## config.mk

```make
export PLATFORM = sky130hd
export DESIGN_NAME = bhs_fifo
export DESIGN_NICKNAME = d
export VERILOG_FILES = /design/src/sv/bhs_pkg.sv /design/src/sv/bhs_fifo.sv
export SDC_FILE = /design/constraint.sdc
export NUM_CORES = 1
export LEC_CHECK = 0
export ABC_AREA = 1
export ABC_CLOCK_PERIOD_IN_PS = 6060
export BUFFER_PORTS_ARGS = -buffer_cell sky130_fd_sc_hd__buf_2
export CORE_MARGIN = 2
export CORE_UTILIZATION = 58
export DETAILED_ROUTE_END_ITERATION = 10
export PLACE_DENSITY = 0.77
export REMOVE_ABC_BUFFERS = 1
export SLEW_MARGIN = 25
export SYNTH_ARGS = -nofsm -noshare
export SYNTH_HDL_FRONTEND = slang
export SYNTH_SLANG_ARGS = --single-unit
```

## constraint.sdc

```tcl
create_clock -name clk -period 6.06 [get_ports clk]
set_input_delay 1.212 -clock clk [delete_from_list [all_inputs] [get_ports clk]]
set_output_delay 1.212 -clock clk [all_outputs]
set_load 0.01 [all_outputs]
```

## src/sv/bhs_pkg.sv

```systemverilog
// bhs_pkg: shared constants, register codes and structs of the height sampler
// used by bhs_front, bhs_fifo, bhs_back and bspline_height_sampler_core
package bhs_pkg;

    localparam int GRID_SIDE_DEF   = 256;
    localparam int QUEUE_DEPTH_DEF = 4;
    localparam int CFG_IDX_W       = 3;
    localparam int CELL_CNT_W      = 21;

    // datapath widths
    localparam int SAMP_W = 42;
    localparam int ROW_W  = 44;
    localparam int ACC_W  = 64;
    localparam int WGT_W  = 16;
    localparam int NUM_W  = 52;

    // reciprocal of six for the weight rounding
    localparam logic [21:0] RECIP6       = 22'd2796203;
    localparam int          RECIP6_SHIFT = 24;

    // register reset values
    localparam logic [31:0] MIN_RESET    = 32'd0;
    localparam logic [31:0] MAX_RESET    = 32'd1048576;
    localparam logic [31:0] SCALE_RESET  = 32'd65536;
    localparam logic [31:0] OFFSET_RESET = 32'd0;

    typedef enum logic [CFG_IDX_W-1:0] {
        REG_MIN_X,
        REG_MAX_X,
        REG_MIN_Y,
        REG_MAX_Y,
        REG_CODE_SCALE,
        REG_CODE_OFFSET
    } bhs_reg_t;

    // one classified transaction between front and back
    typedef struct packed {
        logic        is_query;
        logic [15:0] addr;
        logic [15:0] code;
        logic [31:0] dx;
        logic [31:0] dy;
    } bhs_item_t;

    // configuration as seen by the back end
    typedef struct packed {
        logic [31:0]        span_x;
        logic [31:0]        span_y;
        logic [31:0]        scale;
        logic signed [31:0] offset;
    } bhs_cfg_t;

endpackage

```

## src/sv/bhs_fifo.sv

```systemverilog
// bhs_fifo: short queue of classified transactions between front and back
// depends on bhs_pkg
module bhs_fifo #(
    parameter int DEPTH = bhs_pkg::QUEUE_DEPTH_DEF
) (
    input  logic               clk,
    input  logic               rst_n,
    input  logic               push,
    input  bhs_pkg::bhs_item_t push_item,
    output logic               full,
    input  logic               pop,
    output bhs_pkg::bhs_item_t pop_item,
    output logic               empty
);
    import bhs_pkg::*;

    localparam int PTR_W = (DEPTH > 1) ? $clog2(DEPTH) : 1;
    localparam int CNT_W = $clog2(DEPTH + 1);

    bhs_item_t         entry_reg [DEPTH];
    logic [PTR_W-1:0]  wr_ptr_reg, rd_ptr_reg;
    logic [CNT_W-1:0]  count_reg;
    logic              do_push, do_pop;

    assign full     = count_reg == CNT_W'(DEPTH);
    assign empty    = count_reg == '0;
    assign do_push  = push && !full;
    assign do_pop   = pop && !empty;
    assign pop_item = entry_reg[rd_ptr_reg];

    // entry storage
    always_ff @(posedge clk)
    begin
        if (do_push)
            entry_reg[wr_ptr_reg] <= push_item;
    end

    // pointers and fill count
    always_ff @(posedge clk or negedge rst_n)
    begin
        if (!rst_n)
        begin
            wr_ptr_reg <= '0;
            rd_ptr_reg <= '0;
            count_reg  <= '0;
        end
        else
        begin
            if (do_push)
                wr_ptr_reg <= (wr_ptr_reg == PTR_W'(DEPTH - 1)) ? '0 : wr_ptr_reg + 1'b1;
            if (do_pop)
                rd_ptr_reg <= (rd_ptr_reg == PTR_W'(DEPTH - 1)) ? '0 : rd_ptr_reg + 1'b1;
            if (do_push && !do_pop)
                count_reg <= count_reg + 1'b1;
            else if (do_pop && !do_push)
                count_reg <= count_reg - 1'b1;
        end
    end

    a_count_bound: assert property (@(posedge clk) disable iff (!rst_n)
        count_reg <= CNT_W'(DEPTH))
        else $error("queue count above depth");

    a_count_up: assert property (@(posedge clk) disable iff (!rst_n)
        (do_push && !do_pop) |=> count_reg == CNT_W'($past(count_reg) + 1'b1))
        else $error("queue count did not follow a push");

    a_empty_ptrs: assert property (@(posedge clk) disable iff (!rst_n)
        (count_reg == '0) |-> (wr_ptr_reg == rd_ptr_reg))
        else $error("queue pointers differ while empty");

endmodule

```

* Word level (Yosys, flattened, before mapping) *
Memory sizes are Yosys's and may differ from the RTL's.
Cells that the tools add are included.

word-level totals
  flip-flop bits (word level) = 7
  output and inout port bits = 99
  logic and storage cells = 27
  input bits = 101
  memories kept = 1
  memory bits (writable) = 388

cells by class
  mux-type cells = 6
  reductions and logical operators = 10
  equality and inequality tests = 3
  add/subtract/negate cells = 4

memory list
  memory     depth  width  rd ports  clocked after memory_dff  write ports  RTL line        RTL
  entry_reg  4      97     1         0                         1            bhs_fifo.sv:20  bhs_item_t entry_reg [DEPTH];

operator list
  cell                                               count
  2-to-1 mux 3 bit                                   2
  adder 2 x 1 -> 2 bit (second input constant)       2
  == test 2 bit (second input constant)              2
  logical AND 1 bit                                  4
  zero test 1 bit                                    4
  2-to-1 mux 2 bit                                   2
  adder 3 x 1 -> 3 bit (second input constant)       1
  == test 3 bit (second input constant)              1
  zero test 3 bit                                    1
  subtractor 3 x 1 -> 3 bit (second input constant)  1
  2-to-1 mux 1 bit                                   2
  nonzero test 2 bit                                 1

* Longest topological paths before layout *
  depth after elaboration = 7
  depth in mapped cells = 12
  gate-level depth less buffers = 12

* Least setup slack after synthesis *
No wires, ideal clock.

  path type = input-to-reg
  start point = in push
  end point = mem entry_reg[0][0] in the netlist's numbering, enable pin
  arrival time = 5,395 ps
  stages = 2
  required time = 5,506 ps
  library setup time = 554 ps
  setup slack = 111 ps
  path buffers = 0
  path through = nand2_1 nor2_1

on the way
  word-level cells in the longest chain between the ends = 3

RTL lines
  element                                 RTL line        RTL
  from (decl)                             bhs_fifo.sv:8   input logic push,
  logical AND 1 bit                       bhs_fifo.sv:27  assign do_push = push && !full;
  2-to-1 mux 1 bit                        bhs_fifo.sv:34  if (do_push)
  2-to-1 mux 1 bit (implied by the code)  bhs_fifo.sv:35  entry_reg[wr_ptr_reg] <= push_item;
  to (decl)                               bhs_fifo.sv:20

Every way passes these cells.

==> flow_summary.ini <==
[logic_synthesis]
synth_area_leaders = edfxtp_1 (74%), o211ai_1 (9.3%), nand2_1 (7.3%)
ys_seq_area_share_pct = 75.3
synth_top_cell_by_area = edfxtp_1
synth.most_common_cell = edfxtp_1
synthesis.area_sq_um = 15700
synthArstFlopShare_pct = 1.77
yosysUniqueCellTypes = 18
synthTopCellsByCount = edfxtp_1 (388), nand2_1 (306), inv_1 (209)
netlist.area_leader.share_pct = 74.2
ys_warn_count = 0
syn_area_per_cell_sq_um = 13.2
syn_inst = 1192
synth_seq_cells = 395
ys.flop_type = edfxtp_1
synth_edf_count = 388

[finish]
areaGrowthSynthToFinish_pct = 16.0
largest_reg_flops = 388
stdcell_area_sq_um = 18200
final_layout_size_suffix_gt1_share_pct = 19.0
layout.nets = 1490

[timing]
rsz0062_at_grt = false
maxSlewViolCount = 0
tightestPinTransition_ns = 0.966
setup_viol = 0
timing.final.hold_violations = 0
fin_crit_sh_pct = 73.9
period_minus_slack_ns = 4.48
clock-skew-final_ns = 0.0109
relSlewSlack_pct = 35.6
clock.fmax_mhz = 223

[clocking]
root_buffer = clkbuf_16
cts_max_level = 2
cts_buffer_depth = 3
cts-resized-gates = 0
cts_tree = done
numCtsBuffers = 39
cts_hold_buf = 0
cts_setup_buffers = 0
clk_pin_slew_ns = 0.06
clock-sinks = 395
clk_latency_ns = 0.51

[global_route]
overflow = 0
groute.usage.overall_pct = 21.0
grt_pass1_wl_microns = 46500
grt_pass1_vias = 9151
grt_max_degree = 147
antenna_found_initial = 8

[worst_setup_path]
path_max_fanout = 54
crit_path_start_kind = flip-flop
critPathRequiredTime_ns = 4.85
end_kind = output pin
crit_path_cell_trace = clkinv_2, buf_4, o211ai_1, nand2_1, buf_2
max_stage_delay_ns = 0.90
critPathArrivalTime_ns = 3.27
worstSetupPathType = flip-flop to output pin
crit_slowest_cell = clkinv_2

[detailed_routing]
vias = 9403
drc = 0
drtAntennaViolNets = 0
first_iter_violations = 832
avgViaCountPerCell = 5.35
routed_wl_microns = 29500
firstDrtPassIters = 5
wl_per_cell_microns = 16.8

[placed_design]
place_hpwl_microns = 18100
io_buffers = 199
gp_congestion = 0.787
place_area_sq_um = 17000

[floorplan]
rows = 60
ios = 200
initial_core_util_pct = 58.6
die_area_sq_um = 28400
die_h_microns = 169
coreArea_sq_um = 26800
die_w_microns = 169

[power_and_ir_drop]
power.total_mw = 8.82
power_density_nw_per_um2 = 484
p_leak_nw = 7.26
max-vdd-ir-drop_uv = 290

[flow_run]
drv_cap = 0

[min_path]
hp-class = flip-flop to flip-flop

[run_status]
status = complete, no violations
## layout by cell type, fill, tap and decap left out, types with 4 or more instances in the layout
cell,count
clkbuf_16,41
nand3_1,7
clkbuf_1,8
inv_1,209
diode_2,6
nand2_1,306
ha_1,6
buf_2,199
dfrtp_1,5
edfxtp_1,388
o211ai_1,194
buf_4,11
nor2_4,4
clkinv_2,5
clkinv_1,13
## metal layers
| layer | global-route usage (%) | vias up | part of all wire (%) |
|---|---|---|---|
| met5 | 0 | - | 0.088 |
| met4 | 7.80 | 4 | 2.9 |
| met3 | 5.05 | 69 | 7.5 |
| met2 | 34.2 | 328 | 48 |
| met1 | 27.9 | 4462 | 42 |
| li1 | - | 4540 | - |
## critical path: cells and delay by family, from the launching register on
kind / cells / cell delay (ns)
and+or+nand+nor: 1 / 0.08
buffers and inverters: 3 / 1.63
DFF: 1 / 0.79
AOI/OAI and AO/OA: 1 / 0.18
## through the flow
stage | setup WS, ns | utilization, % | hold slack (ns) | cells | setup TNS, ns
6_report | 1.58 | 68.0 | 0.501 | 1757 | 0
5_1_grt | 1.32 | 68.0 | 0.525 | 1755 | 0
4_1_cts | 1.53 | 67.8 | 0.501 | 1750 | 0
3_5_place_dp | 2.07 | 63.3 | 0.489 | 1681 | 0
3_3_place_gp | 2.13 | 63.3 | 0.480 | 1681 | 0
2_1_floorplan | -1.93 | - | 0.463 | 1128 | -189.62
## where the power goes
group / switching [mW] / internal, mW / total, mW
Combinational: 1.85 / 0.938 / 2.78
Clock: 0.918 / 1.32 / 2.24
Sequential: 0.198 / 3.59 / 3.79
## cell type report
class / instances / area [sq um]
Antenna cell: 6 / 15.0
Clock buffer: 50 / 1070
Clock inverter: 19 / 129
Fill cell: 1810 / 8580
Inverter: 210 / 790
Multi-Input combinational cell: 523 / 2810
Sequential cell: 395 / 11800
Tap cell: 341 / 427
Timing Repair Buffer: 213 / 1150
## cells by family (layout without fill, tap and decap cells)
family          after synthesis  count (layout)  synth area share (%)
compound gates              195             195                  9.31
xor+xnor                      1               1                0.0558
fa+ha+maj                     7               7                 0.606
buf+inv                     274             492                  7.00
flops                       395             395                  75.3
other cells                   0               6                     0
simple gates                320             320                  7.72
## worst paths after layout
check / start / end / slack [ns] / depth (start not counted)
setup / recovery: rd_ptr_reg[1]$_DFFE_PN0P_ / pop_item[30] / 1.58 / 5
setup reg to reg: count_reg[0]$_DFFE_PN0P_ / count_reg[1]$_DFFE_PN0P_ / 3.80 / 9
hold reg to reg: count_reg[2]$_DFFE_PN0P_ / count_reg[2]$_DFFE_PN0P_ / 0.50 / 2
min in group asynchronous: rst_n / count_reg[2]$_DFFE_PN0P_ / 0.54 / 1
hold / removal: count_reg[2]$_DFFE_PN0P_ / count_reg[2]$_DFFE_PN0P_ / 0.50 / 2
max in group asynchronous: rst_n / rd_ptr_reg[0]$_DFFE_PN0P_ / 5.33 / 1
(Power assumes the default switching activity.)
