### src/sv/bhs_pkg.sv
// bhs_pkg: shared constants, register codes and structs of the height sampler
// used by bhs_front, bhs_fifo, bhs_back and bspline_height_sampler_core
package bhs_pkg;

    localparam int GRID_SIDE_DEF   = 256;
    localparam int QUEUE_DEPTH_DEF = 4;
    localparam int CFG_IDX_W       = 3;
    localparam int CELL_CNT_W      = 21;

    // datapath widths
    localparam int SAMP_W = 42;
    localparam int ROW_W  = 44;
    localparam int ACC_W  = 64;
    localparam int WGT_W  = 16;
    localparam int NUM_W  = 52;

    // reciprocal of six for the weight rounding
    localparam logic [21:0] RECIP6       = 22'd2796203;
    localparam int          RECIP6_SHIFT = 24;

    // register reset values
    localparam logic [31:0] MIN_RESET    = 32'd0;
    localparam logic [31:0] MAX_RESET    = 32'd1048576;
    localparam logic [31:0] SCALE_RESET  = 32'd65536;
    localparam logic [31:0] OFFSET_RESET = 32'd0;

    typedef enum logic [CFG_IDX_W-1:0] {
        REG_MIN_X,
        REG_MAX_X,
        REG_MIN_Y,
        REG_MAX_Y,
        REG_CODE_SCALE,
        REG_CODE_OFFSET
    } bhs_reg_t;

    // one classified transaction between front and back
    typedef struct packed {
        logic        is_query;
        logic [15:0] addr;
        logic [15:0] code;
        logic [31:0] dx;
        logic [31:0] dy;
    } bhs_item_t;

    // configuration as seen by the back end
    typedef struct packed {
        logic [31:0]        span_x;
        logic [31:0]        span_y;
        logic [31:0]        scale;
        logic signed [31:0] offset;
    } bhs_cfg_t;

endpackage

### src/sv/bhs_front.sv
// bhs_front: configuration registers, input acceptance and classification
// depends on bhs_pkg
module bhs_front #(
    parameter int GRID_SIDE = bhs_pkg::GRID_SIDE_DEF
) (
    input  logic                           clk,
    input  logic                           rst_n,
    input  logic                           push,
    output logic                           full,
    input  logic                           kind,
    input  logic [15:0]                    cell_index,
    input  logic [15:0]                    cell_code,
    input  logic signed [31:0]             query_x_cm,
    input  logic signed [31:0]             query_y_cm,
    input  logic                           cfg_valid,
    output logic                           cfg_ready,
    input  logic [bhs_pkg::CFG_IDX_W-1:0]  cfg_index,
    input  logic [31:0]                    cfg_data,
    input  logic                           q_full,
    output logic                           q_push,
    output bhs_pkg::bhs_item_t             q_item,
    output bhs_pkg::bhs_cfg_t              cfg
);
    import bhs_pkg::*;

    localparam logic [CELL_CNT_W-1:0] CELLS = CELL_CNT_W'(GRID_SIDE * GRID_SIDE);

    logic [31:0] min_x_reg, max_x_reg, min_y_reg, max_y_reg;
    logic [31:0] scale_reg, offset_reg;
    logic        in_range;

    // signed extent of one axis
    function automatic logic signed [32:0] axis_span(input logic [31:0] lo,
                                                     input logic [31:0] hi);
        return $signed({hi[31], hi}) - $signed({lo[31], lo});
    endfunction

    // clamped offset of a position into the extent, zero when degenerate
    function automatic logic [31:0] axis_offset(input logic [31:0] p,
                                                input logic [31:0] lo,
                                                input logic [31:0] hi);
        logic signed [32:0] span;
        logic signed [32:0] d;
        span = axis_span(lo, hi);
        d    = $signed({p[31], p}) - $signed({lo[31], lo});
        if (span <= 33'sd0)
            return 32'd0;
        if (d < 33'sd0)
            return 32'd0;
        if (d > span)
            return span[31:0];
        return d[31:0];
    endfunction

    // divisor for the back end, forced to one on a degenerate axis
    function automatic logic [31:0] axis_divisor(input logic [31:0] lo,
                                                 input logic [31:0] hi);
        logic signed [32:0] span;
        span = axis_span(lo, hi);
        return (span > 33'sd0) ? span[31:0] : 32'd1;
    endfunction

    // configuration writes
    always_ff @(posedge clk or negedge rst_n)
    begin
        if (!rst_n)
        begin
            min_x_reg  <= MIN_RESET;
            max_x_reg  <= MAX_RESET;
            min_y_reg  <= MIN_RESET;
            max_y_reg  <= MAX_RESET;
            scale_reg  <= SCALE_RESET;
            offset_reg <= OFFSET_RESET;
        end
        else if (cfg_valid && cfg_ready)
        begin
            case (bhs_reg_t'(cfg_index))
                REG_MIN_X:       min_x_reg  <= cfg_data;
                REG_MAX_X:       max_x_reg  <= cfg_data;
                REG_MIN_Y:       min_y_reg  <= cfg_data;
                REG_MAX_Y:       max_y_reg  <= cfg_data;
                REG_CODE_SCALE:  scale_reg  <= cfg_data;
                REG_CODE_OFFSET: offset_reg <= cfg_data;
                default:         ;
            endcase
        end
    end

    assign cfg_ready = 1'b1;

    // configuration view for the back end
    assign cfg.span_x = axis_divisor(min_x_reg, max_x_reg);
    assign cfg.span_y = axis_divisor(min_y_reg, max_y_reg);
    assign cfg.scale  = scale_reg;
    assign cfg.offset = $signed(offset_reg);

    // classify: stores outside the grid are accepted and dropped
    assign in_range        = CELL_CNT_W'(cell_index) < CELLS;
    assign full            = q_full;
    assign q_push          = push && !q_full && (kind || in_range);
    assign q_item.is_query = kind;
    assign q_item.addr     = cell_index;
    assign q_item.code     = cell_code;
    assign q_item.dx       = axis_offset(query_x_cm, min_x_reg, max_x_reg);
    assign q_item.dy       = axis_offset(query_y_cm, min_y_reg, max_y_reg);

endmodule

### config.mk
export PLATFORM = sky130hd
export DESIGN_NAME = bhs_front
export DESIGN_NICKNAME = d
export VERILOG_FILES = /design/src/sv/bhs_pkg.sv /design/src/sv/bhs_front.sv
export SDC_FILE = /design/constraint.sdc
export NUM_CORES = 1
export LEC_CHECK = 0
export BUFFER_PORTS_ARGS = -buffer_cell sky130_fd_sc_hd__buf_2
export CAP_MARGIN = 20
export CORE_MARGIN = 10
export CORE_UTILIZATION = 35
export DETAILED_ROUTE_END_ITERATION = 12
export PLACE_DENSITY = 0.62
export SYNTH_ARGS = -nofsm -noshare
export SYNTH_HDL_FRONTEND = slang
export SYNTH_SLANG_ARGS = --single-unit
### constraint.sdc
create_clock -name clk -period 7 [get_ports clk]
set_input_delay 0.7 -clock clk [delete_from_list [all_inputs] [get_ports clk]]
set_output_delay 0.7 -clock clk [all_outputs]
set_load 0.01 [all_outputs]
# ---- Word-level counts from Yosys, hierarchy flattened
# Cells that the tools add are included.
dict set report classes {
  n_addsub 4
  multipliers 0
  n_div 0
  magnitude_cmp 8
  eq_ne 5
  shifts 0
  muxes 26
  bitwise 0
  n_reduce_logical 9
}
# op n
set op_table {}
lappend op_table {{$mux 32} 14}
lappend op_table {{$sub 32x32->33} 4}
lappend op_table {{$gt 33x1->1 const B} 2}
lappend op_table {{$gt 33x33->1} 2}
lappend op_table {{$le 33x1->1 const B} 2}
lappend op_table {{$lt 33x1->1 const B} 2}
lappend op_table {{$mux 1} 12}
lappend op_table {{$reduce_and 2->1} 6}
lappend op_table {{$eq 3x2->1 const B} 2}
lappend op_table {{$eq 3x3->1 const B} 2}
lappend op_table {{$eq 3x1->1 const B} 1}
lappend op_table {{$logic_not 3->1} 1}
lappend op_table {{$logic_and 1x1->1} 1}
lappend op_table {{$logic_not 1->1} 1}
dict set report totals {
  register_bits 192
  latch_bits 0
  mem_bits_rw 0
  mem_bits_ro 0
  inputBits 137
  output_inout_bits 228
  mem_count 0
}

# ---- Logic depth before layout (Yosys ltp)
# Gate-level depths: netlist of the first run.
dict set report logic_depth {
  depth_word 9
  depth_mapped 26
  ltp_nobuf 24
}

# ---- Worst setup path after synthesis of the first run
# Ideal clock, no wire load.
dict set report synth_path {
  path_kind {input to output}
  startpoint {input port query_x_cm[12]}
  endpoint {output port q_item[54] in the netlist's numbering}
  arrival_time_ns 5.532
  required_ns 6.300
  slack_ns 0.768
  cell_stages 22
  path_cell_list {ha_1 -> a211o_1 -> a221o_1 -> a221o_1 -> o211ai_1 -> a21boi_0 -> a31oi_1 -> nor4_1 -> or3b_2 -> ha_1 -> a211oi_1 -> o21bai_1 -> a21oi_1 -> o21ai_0 -> a211oi_1 -> nand2_1 -> o211a_1 -> a31oi_1 -> clkbuf_1 -> buf_2 -> nand2_1 -> a21oi_1}
}
# element line
set synth_rtl {}
lappend synth_rtl {{start: declaration} bhs_front.sv:13} ;# input logic signed [31:0] query_x_cm,
lappend synth_rtl {{end: declaration} bhs_front.sv:21} ;# output bhs_pkg::bhs_item_t q_item,

==> results.json, run 1 <==
{
  "status": "finished clean",
  "dpl.cell_count": 2874,
  "grt_pass1_wl_mm": 83.3,
  "wl_per_cell_um": 18.6,
  "drtAntennaViolNets": 0,
  "tns_ns": 0,
  "dp_hpwl_mm": 43.6,
  "track_usage_pct": 18.0,
  "postCtsHoldBufs": 0,
  "area_growth_syn_to_layout_pct": 16.9,
  "ir_drop_mv": 0.232,
  "rows": 81,
  "tightest_slew_ns": 1.05,
  "vias": 15400,
  "drc": 0,
  "yosysUniqueCellTypes": 81,
  "io_pins": 365,
  "wirelength_mm": 54.2,
  "antennaDiodeCount": 0,
  "yosysTopAreaCell": "dfrtp_1",
  "detail_route.iter0.violations": 949,
  "finalMaxSlewViolations": 0,
  "ys_seq_area_share_pct": 28.0,
  "p_total_uw": 9770,
  "grt_overflow": 0,
  "synth_nets": 2305,
  "max_freq_mhz": 150,
  "port_buffers": 297,
  "arrival_ns": 5.94,
  "nFillCells": 4962,
  "endpoint_kind": "primary output",
  "worstPathRequired_ns": 6.30,
  "start_util_pct": 35.2,
  "p_leak_uw": 0.00958,
  "cap_violations": 0,
  "clk_pin_slew_worst_paths_ns": 0.07,
  "fin_nets": 2565,
  "timing.rr.start": "min_y_reg[1]$_DFFE_PN0P_",
  "htreeDepth": 4,
  "layout_commonest_cell": "buf_2",
  "synth_top_area_share_pct": 27.5,
  "finalHoldViolations": 0,
  "max-slew-margin-rel_pct": 29.8,
  "core-area_um2": 48700,
  "min_period_ns": 6.64,
  "drive_gt1_share_pct": 25.3,
  "syn-cell-area_um2": 17200,
  "clk_latency_ns": 0.44,
  "synthTopCellsByArea": "dfrtp_1 (28%), ha_1 (14%), mux2_2 (8.6%)",
  "min_path_type": "input port to async pin",
  "cts_tree": "built",
  "final_cells": 2914,
  "antenna_found_initial": 0,
  "r2r_slack_ns": 6.18,
  "final_util_pct": 41.2,
  "setup-violations-final": 0,
  "fp.dieW_um": 241,
  "cts_root_buf": "clkbuf_16",
  "clockBufferDepth": 2,
  "ys_warn_count": 0,
  "grt_pass1_vias": 15100,
  "synthCells": 1977,
  "path_class": "register to primary output",
  "finalCritPeriodShare_pct": 94.9,
  "avgSynthCellArea_um2": 8.68,
  "gp_congestion": 0.892,
  "die_height_um": 241,
  "clkSinkCount": 192,
  "crit_fanout": 8,
  "start_kind": "register",
  "synth-edff-count": 0,
  "crit_chain": "inv_1, ha_1, a211o_1, a221o_1, a221o_1, o211ai_1, a21boi_1, a31oi_2, nor4_1, or3b_2, ha_1, a211oi_1, o21bai_1, a21oi_1, o21ai_1, a211oi_2, nand2_1, o211a_1, a31oi_4, buf_12, clkbuf_16, mux2i_1, nor2_1, buf_2",
  "finClkSkew_ns": 0,
  "final_cell_mix": "buf_2 (296), dfrtp_1 (189), ha_1 (186), nor2_1 (158), nand2_1 (149)",
  "firstDrtPassIters": 5,
  "timing.rr.end": "min_y_reg[1]$_DFFE_PN0P_",
  "numCtsBuffers": 17,
  "slowest_delay_ns": 0.48,
  "p_per_area_nw_per_um2": 487,
  "die_area_um2": 58300,
  "ff2ff_path_depth": 2,
  "synth_flop_cell": "dfrtp_1",
  "grt_max_degree": 71,
  "ys_async_sr_fraction_pct": 100,
  "crit_slowest_cell": "or3b_2",
  "synth_seq_cells": 192,
  "vias_per_cell": 5.27
}
[power breakdown]
| part | internal, µW | total (µW) | switching [µW] |
|---|---|---|---|
| clock | 501 | 966 | 465 |
| sequential | 1350 | 1460 | 112 |
| combinational | 3090 | 7340 | 4250 |
| total | 4940 | 9770 | 4820 |
[what timing repair did]
item / in CTS / in global routing
pin swaps: 0 / 4
resized for setup: 1 / 24
gates cloned: 0 / 2
setup buffers: 0 / 5
endpoints found under the setup margin: 25 / 56
[per-layer routing]
metal	global-route usage, %	vias to the layer above	wire length [µm]	share of wire [%]
met5	0	-	0	0
met4	3.12	0	615	1.1
met3	2.98	54	2540	4.7
met2	31.5	338	26900	50
met1	22.9	7361	24100	45
li1	-	7618	-	-
[cells in the mapped netlist (all sizes together) (4+ instances only)]
library cell,number
nand2,149
o2111ai,6
nor4,8
nand4,27
nand3,32
a21oi,133
a211o,5
a211oi,26
ha,187
dfrtp,189
a21boi,6
o31ai,8
o31a,8
clkbuf,45
mux2,131
and4,7
inv,144
a2111oi,11
o211ai,11
o311ai,8
nor3,48
or3,6
a221oi,6
o21bai,18
nand2b,24
a21o,62
fa,4
nor2b,19
mux2i,40
o21a,20
nand3b,5
o21ai,155
xnor2,69
a221o,4
and3,13
buf,53
nor2,159
and2,10
or2,24
a31oi,10
o211a,4
xor2,34
[how the worst max path moves through the flow]
stage	startpoint	endpoint
after floorplan	query_x_cm[12]	q_item[54]
after global placement	query_x_cm[0]	q_item[59]
after detailed placement	query_x_cm[0]	q_item[60]
after CTS	min_x_reg[1]$_DFFE_PN0P_	q_item[41]
after global routing	min_x_reg[0]$_DFFE_PN0P_	q_item[32]
final	min_x_reg[12]$_DFFE_PN0P_	q_item[49]
[stage by stage]
stage | instance area (µm²) | setup WS (ns) | hold WS, ns
final | 20100 | 0.355 | 0.195
after global routing | 20100 | -0.0338 | 0.211
after CTS | 19900 | 0.0131 | 0.207
after detailed placement | 19300 | 0.0826 | 0.488
after global placement | 19300 | 0.110 | 0.482
after floorplan | 17200 | 0.768 | 0.404
[critical path, delay by kind of cell, from the launching register on]
| family | cells | cell delay (ns) |
|---|---|---|
| AOI/OAI and AO/OA | 13 | 2.97 |
| and+or+nand+nor | 4 | 0.71 |
| adders and majority gates | 2 | 0.63 |
| buffers and inverters | 4 | 0.62 |
| DFF | 1 | 0.36 |
| muxes | 1 | 0.21 |
[logic make-up after synthesis]
logic type / after synthesis / share of synthesized area, %
compound gates: 530 / 20.2
simple gates: 546 / 15.2
mux: 171 / 10.9
fa+ha+maj: 192 / 14.2
flops: 192 / 28.0
xor+xnor: 103 / 5.30
other cells: 1 / 0.0218
buf+inv: 242 / 6.28
[area by class of cell]
| cell class | count | area [µm²] | share of cell area [%] |
|---|---|---|---|
| multi-input combinational | 1543 | 11400 | 56.9 |
| inverter | 144 | 541 | 2.69 |
| sequential | 192 | 4810 | 24.0 |
| clock buffer | 17 | 425 | 2.12 |
| clock inverter | 15 | 148 | 0.736 |
| tap | 664 | 831 | 4.14 |
| timing repair buffer | 339 | 1890 | 9.44 |
Note: power is estimated with default switching activity, not from simulation.
==> run 2: changes to the inputs <==
- BUFFER_PORTS_ARGS: -buffer_cell sky130_fd_sc_hd__buf_2 -> -buffer_cell sky130_fd_sc_hd__clkbuf_2
- CTS_BUF_LIST: unset -> sky130_fd_sc_hd__clkbuf_8
==> run 2 against run 1 <==
Final area down 0.21%. Sequential power about the same. Sequential share of layout area about the same. Non-clock buffer count up 1. Global-route usage about the same. Maximum frequency decreased by 0.43%. First-iteration DRC count decreased by 4.2%. Utilization is 0.085 points lower. Clock skew unchanged. Hold slack got worse by 0.035 ns. Largest cell class unchanged. Highest routed layer unchanged.
==> results.json, run 2 (same netlist as run 1, synthesis figures left out) <==
{
  "p_per_area_nw_per_um2": 481,
  "finClkSkew_ns": 0,
  "cap_violations": 0,
  "track_usage_pct": 17.9,
  "tightest_slew_ns": 1.06,
  "antenna_found_initial": 1,
  "grt_pass1_wl_mm": 82.6,
  "setup-violations-final": 0,
  "max_freq_mhz": 150,
  "fin_nets": 2566,
  "io_pins": 365,
  "nFillCells": 4924,
  "min_period_ns": 6.67,
  "placed_cell_area_um2": 19300,
  "grt_max_degree": 73,
  "grt_overflow": 0,
  "area_growth_syn_to_layout_pct": 16.6,
  "endpoint_kind": "primary output",
  "drtAntennaViolNets": 0,
  "hold-worst-slack_ns": 0.160,
  "clk_latency_ns": 0.48,
  "wirelength_mm": 54.7,
  "die_height_um": 241,
  "firstDrtPassIters": 5,
  "htreeDepth": 4,
  "rsz0062_at_grt": "no",
  "die_area_um2": 58300,
  "cts_tree": "built",
  "drc": 0,
  "start_util_pct": 35.2,
  "clockBufferDepth": 2,
  "arrival_ns": 5.97,
  "final_cell_mix": "clkbuf_2 (295), dfrtp_1 (189), ha_1 (182), nor2_1 (158), nand2_1 (149)",
  "min_path_type": "input port to async pin",
  "port_buffers": 297,
  "finalMaxSlewViolations": 0,
  "numCtsBuffers": 17,
  "postCtsHoldBufs": 0,
  "cts_root_buf": "clkbuf_8",
  "max-slew-margin-rel_pct": 29.1,
  "ir_drop_mv": 0.241,
  "postLayoutCellArea_um2": 20000,
  "drive_gt1_share_pct": 26.2,
  "clkSinkCount": 192,
  "fp.dieW_um": 241,
  "vias_per_cell": 5.30,
  "finalCritPeriodShare_pct": 95.3,
  "worstPathRequired_ns": 6.30,
  "dp_hpwl_mm": 43.9,
  "detail_route.iter0.violations": 909,
  "grt_pass1_vias": 15100,
  "p_leak_uw": 0.00951,
  "crit_fanout": 15,
  "vias": 15400,
  "status": "finished clean",
  "antennaDiodeCount": 0,
  "wl_per_cell_um": 18.7,
  "rows": 81,
  "gp_congestion": 0.883,
  "start_kind": "register",
  "layout_commonest_cell": "clkbuf_2",
  "path_class": "register to primary output",
  "core-area_um2": 48700,
  "finalHoldViolations": 0,
  "clk_pin_slew_worst_paths_ns": 0.10
}
==> run 2: changes by cell type in the layout (fill, tap and decap cells not counted), moves of 4 or more <==
cell and delta:
a211oi_1 -4, clkbuf_2 +295, clkbuf_16 -17, clkbuf_8 +18
buf_2 -295, ha_1 -4
==> run 2: layout make-up <==
type	count	area (µm²)	area share, %
clock buffer	18	248	1.24
clock inverter	14	139	0.694
inverter	144	541	2.70
multi-input combinational	1543	11600	57.7
sequential	192	4810	24.0
tap	664	831	4.15
timing repair buffer	340	1890	9.46
==> run 2: routing by layer <==
layer	part of all wire [%]	up-vias	track usage (%)
li1	-	7595	-
met1	44	7413	22.7
met2	49	367	31.3
met3	4.8	70	2.92
met4	1.5	0	3.96
met5	0	-	0
==> run 2: path summary, 6_finish.rpt <==
path,from,slack [ns],end,depth (start not counted)
max,min_x_reg[8]$_DFFE_PN0P_,0.33,q_item[42],25
min,rst_n,0.16,scale_reg[21]$_DFFE_PN0P_,1
max reg2reg,min_x_reg[8]$_DFFE_PN0P_,6.18,min_x_reg[8]$_DFFE_PN0P_,2
min reg2reg,scale_reg[17]$_DFFE_PN0P_,0.51,scale_reg[17]$_DFFE_PN0P_,1
max in group asynchronous,rst_n,5.53,offset_reg[7]$_DFFE_PN0P_,2
min in group clk,scale_reg[17]$_DFFE_PN0P_,0.51,scale_reg[17]$_DFFE_PN0P_,1
==> run 2: worst max-delay path, cell delays in order, from the launching register on <==
cell and delay (ns):
dfrtp_1 0.37, inv_1 0.20, ha_4 0.26, a21o_1 0.16, a221o_1 0.43, a41oi_2 0.22
buf_4 0.18, o21bai_1 0.07, a21oi_1 0.25, o21ai_0 0.20, a21oi_1 0.22, o21bai_1 0.10
xor2_1 0.18, ha_1 0.32, nand2_1 0.13, nor4_4 0.29, o21ai_0 0.15, o21ai_2 0.19
nor3_1 0.07, o21a_1 0.19, o2111ai_1 0.27, a31oi_4 0.20, clkbuf_16 0.22, or2_2 0.27
a21oi_1 0.16, clkbuf_2 0.18
==> run 2: metrics by stage <==
stage / utilization, % / power (µW) / TNS (ns) / std cells / setup WS (ns)
after detailed placement: 39.6 / 8610 / -3.01 / 2873 / -0.197
after CTS: 40.4 / 9420 / 0 / 2905 / 0.0343
after floorplan: - / 6350 / 0 / 1977 / 0.768
after global routing: 41.1 / 10500 / 0 / 2915 / 0.00513
final: 41.1 / 9630 / 0 / 2915 / 0.326
after global placement: 39.6 / 8530 / -3.89 / 2873 / -0.229
==> run 2: repair_timing <==
action	in CTS	in global routing
pin swaps	2	16
setup endpoints to repair	32	64
resized for setup	4	48
buffers inserted	0	8
cloned	0	2
==> run 2: where the power goes <==
group          leakage (µW)  internal [µW]  switching (µW)
logic               0.00699           3110            4320
registers           0.00231           1350             117
clock network      0.000205            326             405
total               0.00951           4780            4840
